$ cat src/rtl/core/bilp_pkg.sv
`timescale 1ns / 1ps

package bilp_pkg;

  localparam int unsigned NUM_OPCODES = 181;
  localparam logic [24:0] SEEN_MAX    = 25'h1FF_FFFF;

  typedef enum logic [3:0] {
    K_NONE       = 4'd0,
    K_STR8       = 4'd1,
    K_STR16      = 4'd2,
    K_STR24      = 4'd3,
    K_HIDDEN     = 4'd4,
    K_BLK8       = 4'd5,
    K_BLK16      = 4'd6,
    K_BLK24      = 4'd7,
    K_THREAD     = 4'd8,
    K_LOCALNAME  = 4'd9,
    K_MODULENAME = 4'd10,
    K_STATICNAME = 4'd11
  } kind_t;

  typedef enum logic [2:0] {
    ERR_NONE      = 3'd0,
    ERR_BAD_OP    = 3'd1,
    ERR_NO_RULE   = 3'd2,
    ERR_TOO_SHORT = 3'd3,
    ERR_TRUNC     = 3'd4
  } err_t;

  // table entries: fixed length, zero for no size rule, or variable marker plus kind
  localparam logic [7:0] VAR_FLAG = 8'h80;
  localparam logic [7:0] S8  = 8'h81;
  localparam logic [7:0] S16 = 8'h82;
  localparam logic [7:0] S24 = 8'h83;
  localparam logic [7:0] HID = 8'h84;
  localparam logic [7:0] B8  = 8'h85;
  localparam logic [7:0] B16 = 8'h86;
  localparam logic [7:0] B24 = 8'h87;
  localparam logic [7:0] TS  = 8'h88;
  localparam logic [7:0] LN  = 8'h89;
  localparam logic [7:0] MN  = 8'h8A;
  localparam logic [7:0] SN  = 8'h8B;
  localparam logic [7:0] PD  = 8'd11;

  localparam logic [7:0] OP_TABLE [NUM_OPCODES] = '{
    8'd1, 8'd1, 8'd1, 8'd3, 8'd3, 8'd1, 8'd1, 8'd1, 8'd1, 8'd1,
    8'd1, 8'd3, 8'd2, 8'd3, 8'd1, 8'd1, 8'd1, 8'd1, 8'd1, 8'd3,
    8'd2, 8'd1, 8'd9, 8'd1, 8'd1, 8'd2, 8'd3, 8'd4, 8'd2, 8'd3,
    8'd4, 8'd2, 8'd3, 8'd4, 8'd1, 8'd1, 8'd3, LN,   8'd2, 8'd2,
    8'd2, 8'd3, 8'd2, 8'd1, 8'd2, 8'd2, 8'd1, 8'd1, 8'd3, 8'd1,
    8'd1, MN,   8'd3, 8'd3, 8'd3, 8'd3, 8'd3, 8'd3, 8'd3, 8'd0,
    8'd3, 8'd3, 8'd3, 8'd3, 8'd3, 8'd1, 8'd1, 8'd1, 8'd1, 8'd1,
    8'd1, 8'd4, 8'd1, 8'd1, 8'd1, 8'd3, 8'd2, 8'd3, 8'd3, 8'd3,
    8'd2, 8'd3, 8'd3, 8'd3, 8'd1, 8'd1, 8'd3, 8'd2, 8'd3, B16,
    B8,   8'd3, 8'd2, 8'd3, 8'd3, 8'd2, 8'd3, 8'd5, 8'd3, 8'd3,
    8'd1, PD,   8'd1, 8'd3, 8'd3, S16,  S8,   8'd3, 8'd2, 8'd3,
    8'd1, 8'd3, 8'd2, 8'd4, 8'd4, 8'd1, 8'd3, 8'd5, SN,   8'd1,
    8'd1, 8'd1, 8'd1, 8'd3, 8'd3, 8'd0, 8'd4, 8'd1, 8'd9, 8'd3,
    8'd1, 8'd1, 8'd1, 8'd3, 8'd5, 8'd1, 8'd1, 8'd1, 8'd1, 8'd1,
    8'd1, 8'd1, 8'd1, 8'd1, 8'd3, 8'd1, 8'd3, 8'd1, 8'd1, 8'd3,
    8'd4, 8'd4, HID,  8'd5, 8'd1, 8'd1, 8'd1, 8'd1, 8'd1, 8'd0,
    8'd0, B24,  S24,  8'd2, 8'd1, 8'd1, 8'd4, 8'd4, 8'd1, 8'd1,
    8'd1, 8'd1, 8'd1, 8'd3, 8'd3, 8'd3, 8'd3, 8'd3, 8'd1, TS,
    8'd1
  };

  function automatic logic [2:0] hdr_len(input kind_t k);
    logic [2:0] h;
    if (k == K_STR8 || k == K_BLK8) begin
      h = 3'd2;
    end else if (k == K_STR16 || k == K_BLK16 || k == K_THREAD) begin
      h = 3'd3;
    end else begin
      h = 3'd4;
    end
    return h;
  endfunction

endpackage

$ cat src/rtl/core/bilp_in_if.sv
`timescale 1ns / 1ps

interface bilp_in_if;
  logic       valid;
  logic       ready;
  logic [7:0] code_byte;
  logic       end_of_code;

  modport source (output valid, output code_byte, output end_of_code, input ready);
  modport sink (input valid, input code_byte, input end_of_code, output ready);
endinterface

$ cat src/rtl/core/bilp_out_if.sv
`timescale 1ns / 1ps

interface bilp_out_if;
  logic        valid;
  logic        ready;
  logic        starts_instruction;
  logic        ends_instruction;
  logic [7:0]  current_opcode;
  logic [24:0] instr_length;
  logic [2:0]  error_code;
  logic        last;

  modport source (
    output valid, output starts_instruction, output ends_instruction,
    output current_opcode, output instr_length, output error_code, output last,
    input ready
  );
  modport sink (
    input valid, input starts_instruction, input ends_instruction,
    input current_opcode, input instr_length, input error_code, input last,
    output ready
  );
endinterface

$ cat src/rtl/core/bytecode_instruction_length_parser_top.sv
`timescale 1ns / 1ps
// the result of an accepted byte is registered in the output register
// throughput: one byte per cycle while the sink keeps taking results, set by the single parse-state update per byte
// a new byte is taken while the held result is being taken by the sink
// reset (rst_n low, synchronous) empties the output register and returns the
// parser to expect-opcode with all counters cleared

module bytecode_instruction_length_parser_top (
  input  logic        clk,
  input  logic        rst_n,
  bilp_in_if.sink     in_chan,
  bilp_out_if.source  out_chan
);

  typedef enum logic [2:0] {
    PH_OPCODE = 3'd0,
    PH_BODY   = 3'd1,
    PH_HEADER = 3'd2,
    PH_PREFIX = 3'd3,
    PH_NAME   = 3'd4
  } phase_t;

  phase_t         phase_r, phase_nxt;
  bilp_pkg::kind_t kind_r, kind_nxt;
  logic [7:0]     opcode_r, opcode_nxt;
  logic [24:0]    seen_r, seen_nxt;
  logic [24:0]    remain_r, remain_nxt;
  logic [23:0]    accum_r, accum_nxt;

  logic           out_valid_r;
  logic           start_r, start_nxt;
  logic           end_r, end_nxt;
  logic [7:0]     op_out_r;
  logic [24:0]    len_r, len_nxt;
  bilp_pkg::err_t err_r, err_nxt;
  logic           last_r;

  logic           in_acc;
  logic [7:0]     b;
  logic           eoc;
  logic [7:0]     entry;
  logic [2:0]     h;
  logic [24:0]    pos;
  logic [24:0]    first;
  logic [24:0]    cnt;
  logic [1:0]     lane;
  logic [25:0]    total;

  assign b      = in_chan.code_byte;
  assign eoc    = in_chan.end_of_code;
  assign in_chan.ready = !out_valid_r || out_chan.ready;
  assign in_acc = in_chan.valid && in_chan.ready;

  assign entry = (b < 8'(bilp_pkg::NUM_OPCODES)) ? bilp_pkg::OP_TABLE[b] : 8'h00;
  assign h     = bilp_pkg::hdr_len(kind_r);

  always_comb begin
    phase_nxt  = phase_r;
    kind_nxt   = kind_r;
    opcode_nxt = opcode_r;
    seen_nxt   = seen_r;
    remain_nxt = remain_r;
    accum_nxt  = accum_r;
    start_nxt  = 1'b0;
    end_nxt    = 1'b0;
    len_nxt    = '0;
    err_nxt    = bilp_pkg::ERR_NONE;
    pos        = '0;
    first      = '0;
    cnt        = '0;
    lane       = '0;
    total      = '0;

    if (phase_r != PH_OPCODE && seen_r != bilp_pkg::SEEN_MAX) begin
      seen_nxt = seen_r + 25'd1;
    end

    unique case (phase_r)
      PH_OPCODE: begin
        start_nxt  = 1'b1;
        opcode_nxt = b;
        seen_nxt   = 25'd1;
        remain_nxt = '0;
        accum_nxt  = '0;
        kind_nxt   = bilp_pkg::K_NONE;
        if (b >= 8'(bilp_pkg::NUM_OPCODES)) begin
          err_nxt = bilp_pkg::ERR_BAD_OP;
          end_nxt = 1'b1;
          len_nxt = 25'd1;
        end else if (entry == 8'h00) begin
          err_nxt = bilp_pkg::ERR_NO_RULE;
          end_nxt = 1'b1;
          len_nxt = 25'd1;
        end else if ((entry & bilp_pkg::VAR_FLAG) != 8'h00) begin
          kind_nxt = bilp_pkg::kind_t'(entry[3:0]);
          if (kind_nxt == bilp_pkg::K_LOCALNAME) begin
            remain_nxt = 25'd2;
            phase_nxt  = PH_PREFIX;
          end else if (kind_nxt == bilp_pkg::K_STATICNAME) begin
            remain_nxt = 25'd3;
            phase_nxt  = PH_PREFIX;
          end else if (kind_nxt == bilp_pkg::K_MODULENAME) begin
            phase_nxt = PH_NAME;
          end else begin
            phase_nxt = PH_HEADER;
          end
        end else if (entry == 8'd1) begin
          end_nxt = 1'b1;
          len_nxt = 25'd1;
        end else begin
          remain_nxt = 25'(entry[6:0]) - 25'd1;
          phase_nxt  = PH_BODY;
        end
      end
      PH_BODY: begin
        if (remain_r != '0) begin
          remain_nxt = remain_r - 25'd1;
        end
        if (remain_nxt == '0) begin
          end_nxt = 1'b1;
          len_nxt = seen_nxt;
        end
      end
      PH_PREFIX: begin
        if (remain_r != '0) begin
          remain_nxt = remain_r - 25'd1;
        end
        if (remain_nxt == '0) begin
          phase_nxt = PH_NAME;
        end
      end
      PH_NAME: begin
        if (b == 8'h00) begin
          end_nxt = 1'b1;
          len_nxt = seen_nxt;
        end
      end
      PH_HEADER: begin
        pos   = seen_nxt - 25'd1;
        first = (kind_r == bilp_pkg::K_HIDDEN) ? 25'd2 : 25'd1;
        cnt   = 25'(h) - first;
        lane  = pos[1:0] - first[1:0];
        if (pos >= first && pos < first + cnt) begin
          unique case (lane)
            2'd0:    accum_nxt[7:0]   = accum_r[7:0] | b;
            2'd1:    accum_nxt[15:8]  = accum_r[15:8] | b;
            2'd2:    accum_nxt[23:16] = accum_r[23:16] | b;
            default: accum_nxt = accum_r;
          endcase
        end
        if (seen_nxt >= 25'(h)) begin
          if (kind_r == bilp_pkg::K_BLK8 || kind_r == bilp_pkg::K_BLK16 ||
              kind_r == bilp_pkg::K_BLK24) begin
            total = 26'(accum_nxt);
          end else if (kind_r == bilp_pkg::K_THREAD) begin
            total = 26'd3 + {1'b0, accum_nxt, 1'b0};
          end else begin
            total = 26'(accum_nxt) + 26'(h);
          end
          if (total < 26'(h)) begin
            err_nxt = bilp_pkg::ERR_TOO_SHORT;
            end_nxt = 1'b1;
            len_nxt = 25'(h);
          end else if (total == 26'(h)) begin
            end_nxt = 1'b1;
            len_nxt = 25'(h);
          end else begin
            remain_nxt = total[24:0] - 25'(h);
            phase_nxt  = PH_BODY;
          end
        end
      end
      default: begin
        phase_nxt = PH_OPCODE;
      end
    endcase

    if (!end_nxt && eoc) begin
      err_nxt = bilp_pkg::ERR_TRUNC;
      end_nxt = 1'b1;
      len_nxt = seen_nxt;
    end
    if (end_nxt || eoc) begin
      phase_nxt  = PH_OPCODE;
      seen_nxt   = '0;
      remain_nxt = '0;
      accum_nxt  = '0;
    end
  end

  always_ff @(posedge clk) begin
    if (!rst_n) begin
      phase_r     <= PH_OPCODE;
      kind_r      <= bilp_pkg::K_NONE;
      opcode_r    <= '0;
      seen_r      <= '0;
      remain_r    <= '0;
      accum_r     <= '0;
      out_valid_r <= 1'b0;
    end else begin
      if (in_acc) begin
        phase_r     <= phase_nxt;
        kind_r      <= kind_nxt;
        opcode_r    <= opcode_nxt;
        seen_r      <= seen_nxt;
        remain_r    <= remain_nxt;
        accum_r     <= accum_nxt;
        out_valid_r <= 1'b1;
      end else if (out_chan.ready) begin
        out_valid_r <= 1'b0;
      end
    end
  end

  // result payload
  always_ff @(posedge clk) begin
    if (in_acc) begin
      start_r  <= start_nxt;
      end_r    <= end_nxt;
      op_out_r <= opcode_nxt;
      len_r    <= len_nxt;
      err_r    <= err_nxt;
      last_r   <= eoc;
    end
  end

  assign out_chan.valid              = out_valid_r;
  assign out_chan.starts_instruction = start_r;
  assign out_chan.ends_instruction   = end_r;
  assign out_chan.current_opcode     = op_out_r;
  assign out_chan.instr_length       = len_r;
  assign out_chan.error_code         = err_r;
  assign out_chan.last               = last_r;

  a_accept_fills: assert property (@(posedge clk) disable iff (!rst_n)
    in_acc |=> out_valid_r)
    else $error("accepted transaction produced no result");

  a_trunc_last: assert property (@(posedge clk) disable iff (!rst_n)
    out_valid_r && err_r == bilp_pkg::ERR_TRUNC |-> last_r && end_r)
    else $error("truncation reported away from end of code");

  a_len_only_at_end: assert property (@(posedge clk) disable iff (!rst_n)
    out_valid_r && !end_r |-> len_r == '0)
    else $error("length reported on a non-final byte");

  a_open_counts: assert property (@(posedge clk) disable iff (!rst_n)
    phase_r != PH_OPCODE |-> seen_r != '0)
    else $error("open instruction with no bytes counted");

  a_last_closes: assert property (@(posedge clk) disable iff (!rst_n)
    in_acc && eoc |=> phase_r == PH_OPCODE && seen_r == '0)
    else $error("parser not cleared after end of code");

endmodule
$ cat src/flat_wrapper.sv
// flat-port wrapper written by rule: the top's interface ports become plain ports
module bytecode_instruction_length_parser_top_flat 
  (clk, rst_n, in_chan_valid, in_chan_code_byte, in_chan_end_of_code, in_chan_ready, out_chan_valid, out_chan_starts_instruction, out_chan_ends_instruction, out_chan_current_opcode, out_chan_instr_length, out_chan_error_code, out_chan_last, out_chan_ready);
  bilp_in_if in_chan_i ();
  bilp_out_if out_chan_i ();
  input  logic clk;
  input  logic rst_n;
  input wire logic [$bits(in_chan_i.valid)-1:0] in_chan_valid;
  input wire logic [$bits(in_chan_i.code_byte)-1:0] in_chan_code_byte;
  input wire logic [$bits(in_chan_i.end_of_code)-1:0] in_chan_end_of_code;
  output wire logic [$bits(in_chan_i.ready)-1:0] in_chan_ready;
  output wire logic [$bits(out_chan_i.valid)-1:0] out_chan_valid;
  output wire logic [$bits(out_chan_i.starts_instruction)-1:0] out_chan_starts_instruction;
  output wire logic [$bits(out_chan_i.ends_instruction)-1:0] out_chan_ends_instruction;
  output wire logic [$bits(out_chan_i.current_opcode)-1:0] out_chan_current_opcode;
  output wire logic [$bits(out_chan_i.instr_length)-1:0] out_chan_instr_length;
  output wire logic [$bits(out_chan_i.error_code)-1:0] out_chan_error_code;
  output wire logic [$bits(out_chan_i.last)-1:0] out_chan_last;
  input wire logic [$bits(out_chan_i.ready)-1:0] out_chan_ready;
  assign in_chan_i.valid = in_chan_valid;
  assign in_chan_i.code_byte = in_chan_code_byte;
  assign in_chan_i.end_of_code = in_chan_end_of_code;
  assign in_chan_ready = in_chan_i.ready;
  assign out_chan_valid = out_chan_i.valid;
  assign out_chan_starts_instruction = out_chan_i.starts_instruction;
  assign out_chan_ends_instruction = out_chan_i.ends_instruction;
  assign out_chan_current_opcode = out_chan_i.current_opcode;
  assign out_chan_instr_length = out_chan_i.instr_length;
  assign out_chan_error_code = out_chan_i.error_code;
  assign out_chan_last = out_chan_i.last;
  assign out_chan_i.ready = out_chan_ready;
  bytecode_instruction_length_parser_top u_core (.clk(clk), .rst_n(rst_n), .in_chan(in_chan_i), .out_chan(out_chan_i));
endmodule
$ cat config.mk
export PLATFORM = sky130hd
export DESIGN_NAME = bytecode_instruction_length_parser_top_flat
export DESIGN_NICKNAME = d
export VERILOG_FILES = /design/src/rtl/core/bilp_pkg.sv /design/src/rtl/core/bilp_in_if.sv /design/src/rtl/core/bilp_out_if.sv /design/src/rtl/core/bytecode_instruction_length_parser_top.sv /design/src/flat_wrapper.sv
export SDC_FILE = /design/constraint.sdc
export NUM_CORES = 1
export LEC_CHECK = 0
export ABC_CLOCK_PERIOD_IN_PS = 16780
export BUFFER_PORTS_ARGS = -buffer_cell sky130_fd_sc_hd__buf_2
export CAP_MARGIN = 20
export CORE_AREA = 2 2 163 125
export DETAILED_ROUTE_END_ITERATION = 8
export DIE_AREA = 0 0 165 127
export PLACE_DENSITY = 0.9
export SKIP_CTS_REPAIR_TIMING = 1
export SLEW_MARGIN = 10
export SYNTH_ARGS = -nofsm -noshare
export SYNTH_HDL_FRONTEND = slang
export SYNTH_SLANG_ARGS = --single-unit
$ cat constraint.sdc
create_clock -name clk -period 16.78 [get_ports clk]
set_input_delay 0 -clock clk [delete_from_list [all_inputs] [get_ports clk]]
set_output_delay 0 -clock clk [all_outputs]
set_load 0.01 [all_outputs]
==> results.json <==
{
  "end_kind": "register",
  "skew_ns": 0.0123,
  "grt_pass1_vias": 11700,
  "critPathMaxStageDelay_ns": 0.86,
  "h-tree-depth": 4,
  "status": "finished with violations",
  "tns_ns": 0,
  "numCtsBuffers": 17,
  "num-nets-final": 1699,
  "grt_max_degree": 58,
  "clk_pin_slew_ns": 0.06,
  "io_pins": 54,
  "route.detailed.drc": 0,
  "worstReg2RegStart": "u_core.seen_r[3]",
  "cpMaxStageDelayCell": "nor4_2",
  "vias": 13400,
  "syn2layout_area_growth_pct": 7.66,
  "synth_cell_types": 113,
  "setup_violations": 0,
  "synth_warnings": 0,
  "port_buffers": 53,
  "power_density_mw_per_mm2": 84.5,
  "mostFrequentLayoutCells": "nand2_1, nor2_1, a21oi_1, nand3_1, dfxtp_1",
  "multiInputGateArea_mm2": 0.00878,
  "numClockSinks": 129,
  "postRouteAntennaNets": 0,
  "antenna_found_initial": 0,
  "cts-root-buf": "clkbuf_16",
  "grt_util_all_layers": 0.382,
  "crit_fanout": 27,
  "die-area_mm2": 0.0210,
  "place_inst": 1860,
  "p_leak_nw": 4.91,
  "netlist_instances": 1627,
  "drt-total-wl_um": 40500,
  "final_common_cell": "nand2_1",
  "initial_core_util": 0.642,
  "irDropWorstVdd_mv": 0.0759,
  "max_freq_ghz": 0.0908,
  "hold_depth": 3,
  "seq_area_mm2": 0.00297,
  "netSwitchingFraction": 0.380,
  "power_frac_seq": 0.300,
  "violations": "negative hold slack",
  "synth_edf_count": 39,
  "drt-initial-drc-count": 2333,
  "slew_violations": 0,
  "synth_ff_type": "dfxtp_1",
  "routedWlPerCell_um": 21.4,
  "fillers": 1597,
  "dr.pass1.iters": 7,
  "hp-start": "in_chan_code_byte[7]",
  "p_total_mw": 1.12,
  "clk_latency_ns": 0.44,
  "hold_viol": 1,
  "rows": 44,
  "synth.avg_cell_area_um2": 7.58,
  "rr_endpoint": "u_core.remain_r[22]",
  "core-area_mm2": 0.0192,
  "die_h_um": 127,
  "ys_ff_latch": 129,
  "maxSlewHeadroom": 0.218,
  "p_int_mw": 0.696,
  "avgViaCountPerCell": 7.06,
  "final_cells": 1897,
  "syn-cell-area_mm2": 0.0123,
  "grt_pass1_wl_um": 63700,
  "grt_remaining_overflow": 0,
  "critPathKind": "register to register",
  "worst_ep_arrival_time_ns": 11.35,
  "final_layout_size_suffix_gt1_frac": 0.102,
  "dpl.hpwl_um": 28900,
  "synth_seq_area_share": 0.241,
  "power_frac_comb": 0.362,
  "required_ns": 17.12,
  "globalplace.congestion": 1.02,
  "p_sw_mw": 0.427,
  "power_frac_clock": 0.338,
  "rsz0062_at_grt": "false",
  "clk_path_buf_depth": 2,
  "drv_cap": 0,
  "worstMarginPinSlew_ns": 1.17,
  "crit_path_start_kind": "register",
  "antennaDiodeCount": 0,
  "utilization": 0.691,
  "die_w_um": 165,
  "async_flop_share": 0,
  "min_to": "u_core.opcode_r[7]",
  "rr_worst_depth": 34,
  "cts_tree": "built",
  "period_share": 0.656,
  "reg2reg_setup_slack_ns": 5.77,
  "min_period_ns": 11.01,
  "hold_path_class": "primary input to register",
  "fin_hold_ws_ns": -0.00682
}
flip-flops by register name, summed over array words and instances (netlist names):
name and count:
u_core.seen_r 25, u_core.out_chan.starts_instruction 1, u_core.out_chan.last 1, u_core.phase_r 3, u_core.out_chan.ends_instruction 1, u_core.out_chan.valid 1
u_core.out_chan.current_opcode 8, u_core.remain_r 25, u_core.accum_r 24, u_core.opcode_r 8, u_core.out_chan.error_code 3, u_core.out_chan.instr_length 25
u_core.kind_r 4
cell families (layout without fill, tap and decap cells):
| logic type | count (synthesis) | in the layout | share of synthesized area |
|---|---|---|---|
| other | 1 | 21 | 0.000304 |
| DFF | 129 | 129 | 0.241 |
| adders and majority gates | 55 | 55 | 0.0570 |
| AOI/OAI and AO/OA | 466 | 466 | 0.265 |
| xor gates and xnor gates | 92 | 92 | 0.0653 |
| muxes | 19 | 19 | 0.0171 |
| and+or+nand+nor | 711 | 711 | 0.300 |
| buffers and inverters | 154 | 151 | 0.0546 |
metrics by stage:
step,setup slack (ns),area [um2]
2_1_floorplan,8.17,12400
3_3_place_gp,6.20,12600
3_5_place_dp,6.26,12700
4_1_cts,6.16,13200
5_1_grt,5.00,13300
6_report,5.77,13300
area by class of cell:
cell class	instances	area share
well taps	253	0.0238
inverters	43	0.0122
multi-input cells	1364	0.661
repair buffers	76	0.0350
clock inverters	14	0.0114
clock buffers	18	0.0323
flip-flops and latches	129	0.224
metal layers:
layer  global-route usage  up-vias  share of wire
met1                0.571     6142           0.42
met2                0.522     1066           0.40
met3                0.131       87           0.16
li1                     -     6103              -
met4               0.0885        0          0.020
met5                    0        -              0
worst max-delay path by stage:
| stage | depth (start not counted) | slack [ns] | endpoint | startpoint |
|---|---|---|---|---|
| 6_report | 34 | 5.77 | u_core.remain_r[22] | u_core.seen_r[3] |
| 5_1_grt | 34 | 5.00 | u_core.remain_r[22] | u_core.seen_r[3] |
| 4_1_cts | 34 | 6.16 | u_core.remain_r[22] | u_core.seen_r[3] |
| 3_5_place_dp | 34 | 6.26 | u_core.remain_r[22] | u_core.seen_r[3] |
| 3_3_place_gp | 33 | 6.20 | u_core.out_chan.instr_length[1] | u_core.seen_r[3] |
| 2_1_floorplan | 40 | 8.17 | u_core.out_chan.instr_length[20] | u_core.phase_r[0] |
power by group through the flow:
| stage | Clock, mW | Combinational (mW) | Sequential [mW] |
|---|---|---|---|
| 2_1_floorplan | 0 | 0.299 | 0.344 |
| 3_3_place_gp | 0 | 0.379 | 0.342 |
| 3_5_place_dp | 0 | 0.387 | 0.343 |
| 4_1_cts | 0.377 | 0.391 | 0.336 |
| 5_1_grt | 0.391 | 0.440 | 0.337 |
| 6_report | 0.380 | 0.407 | 0.336 |
cell usage after synthesis, drive strengths merged (24+ instances only):
master	n	area (um2)
clkbuf	68	256
nand3	99	500
dfxtp	90	1800
edfxtp	39	1170
a31oi	33	246
nand2	166	626
ha	53	663
nor3	52	282
and3	24	155
inv	42	158
nor4	28	224
nand4	51	332
and2	30	190
a21o	24	180
buf	43	255
xor2	41	359
nor2	158	593
o21ai	85	429
xnor2	51	447
a21oi	115	591
critical path: cells and delay by family, from the launching register on:
| family | cells | cell delay [ns] |
|---|---|---|
| DFF | 1 | 0.60 |
| buffers and inverters | 3 | 0.72 |
| muxes | 1 | 0.37 |
| xor gates and xnor gates | 1 | 0.15 |
| and+or+nand+nor | 15 | 4.76 |
| adders and majority gates | 3 | 0.90 |
| AOI/OAI and AO/OA | 11 | 3.36 |
(Power assumes the default switching activity.)
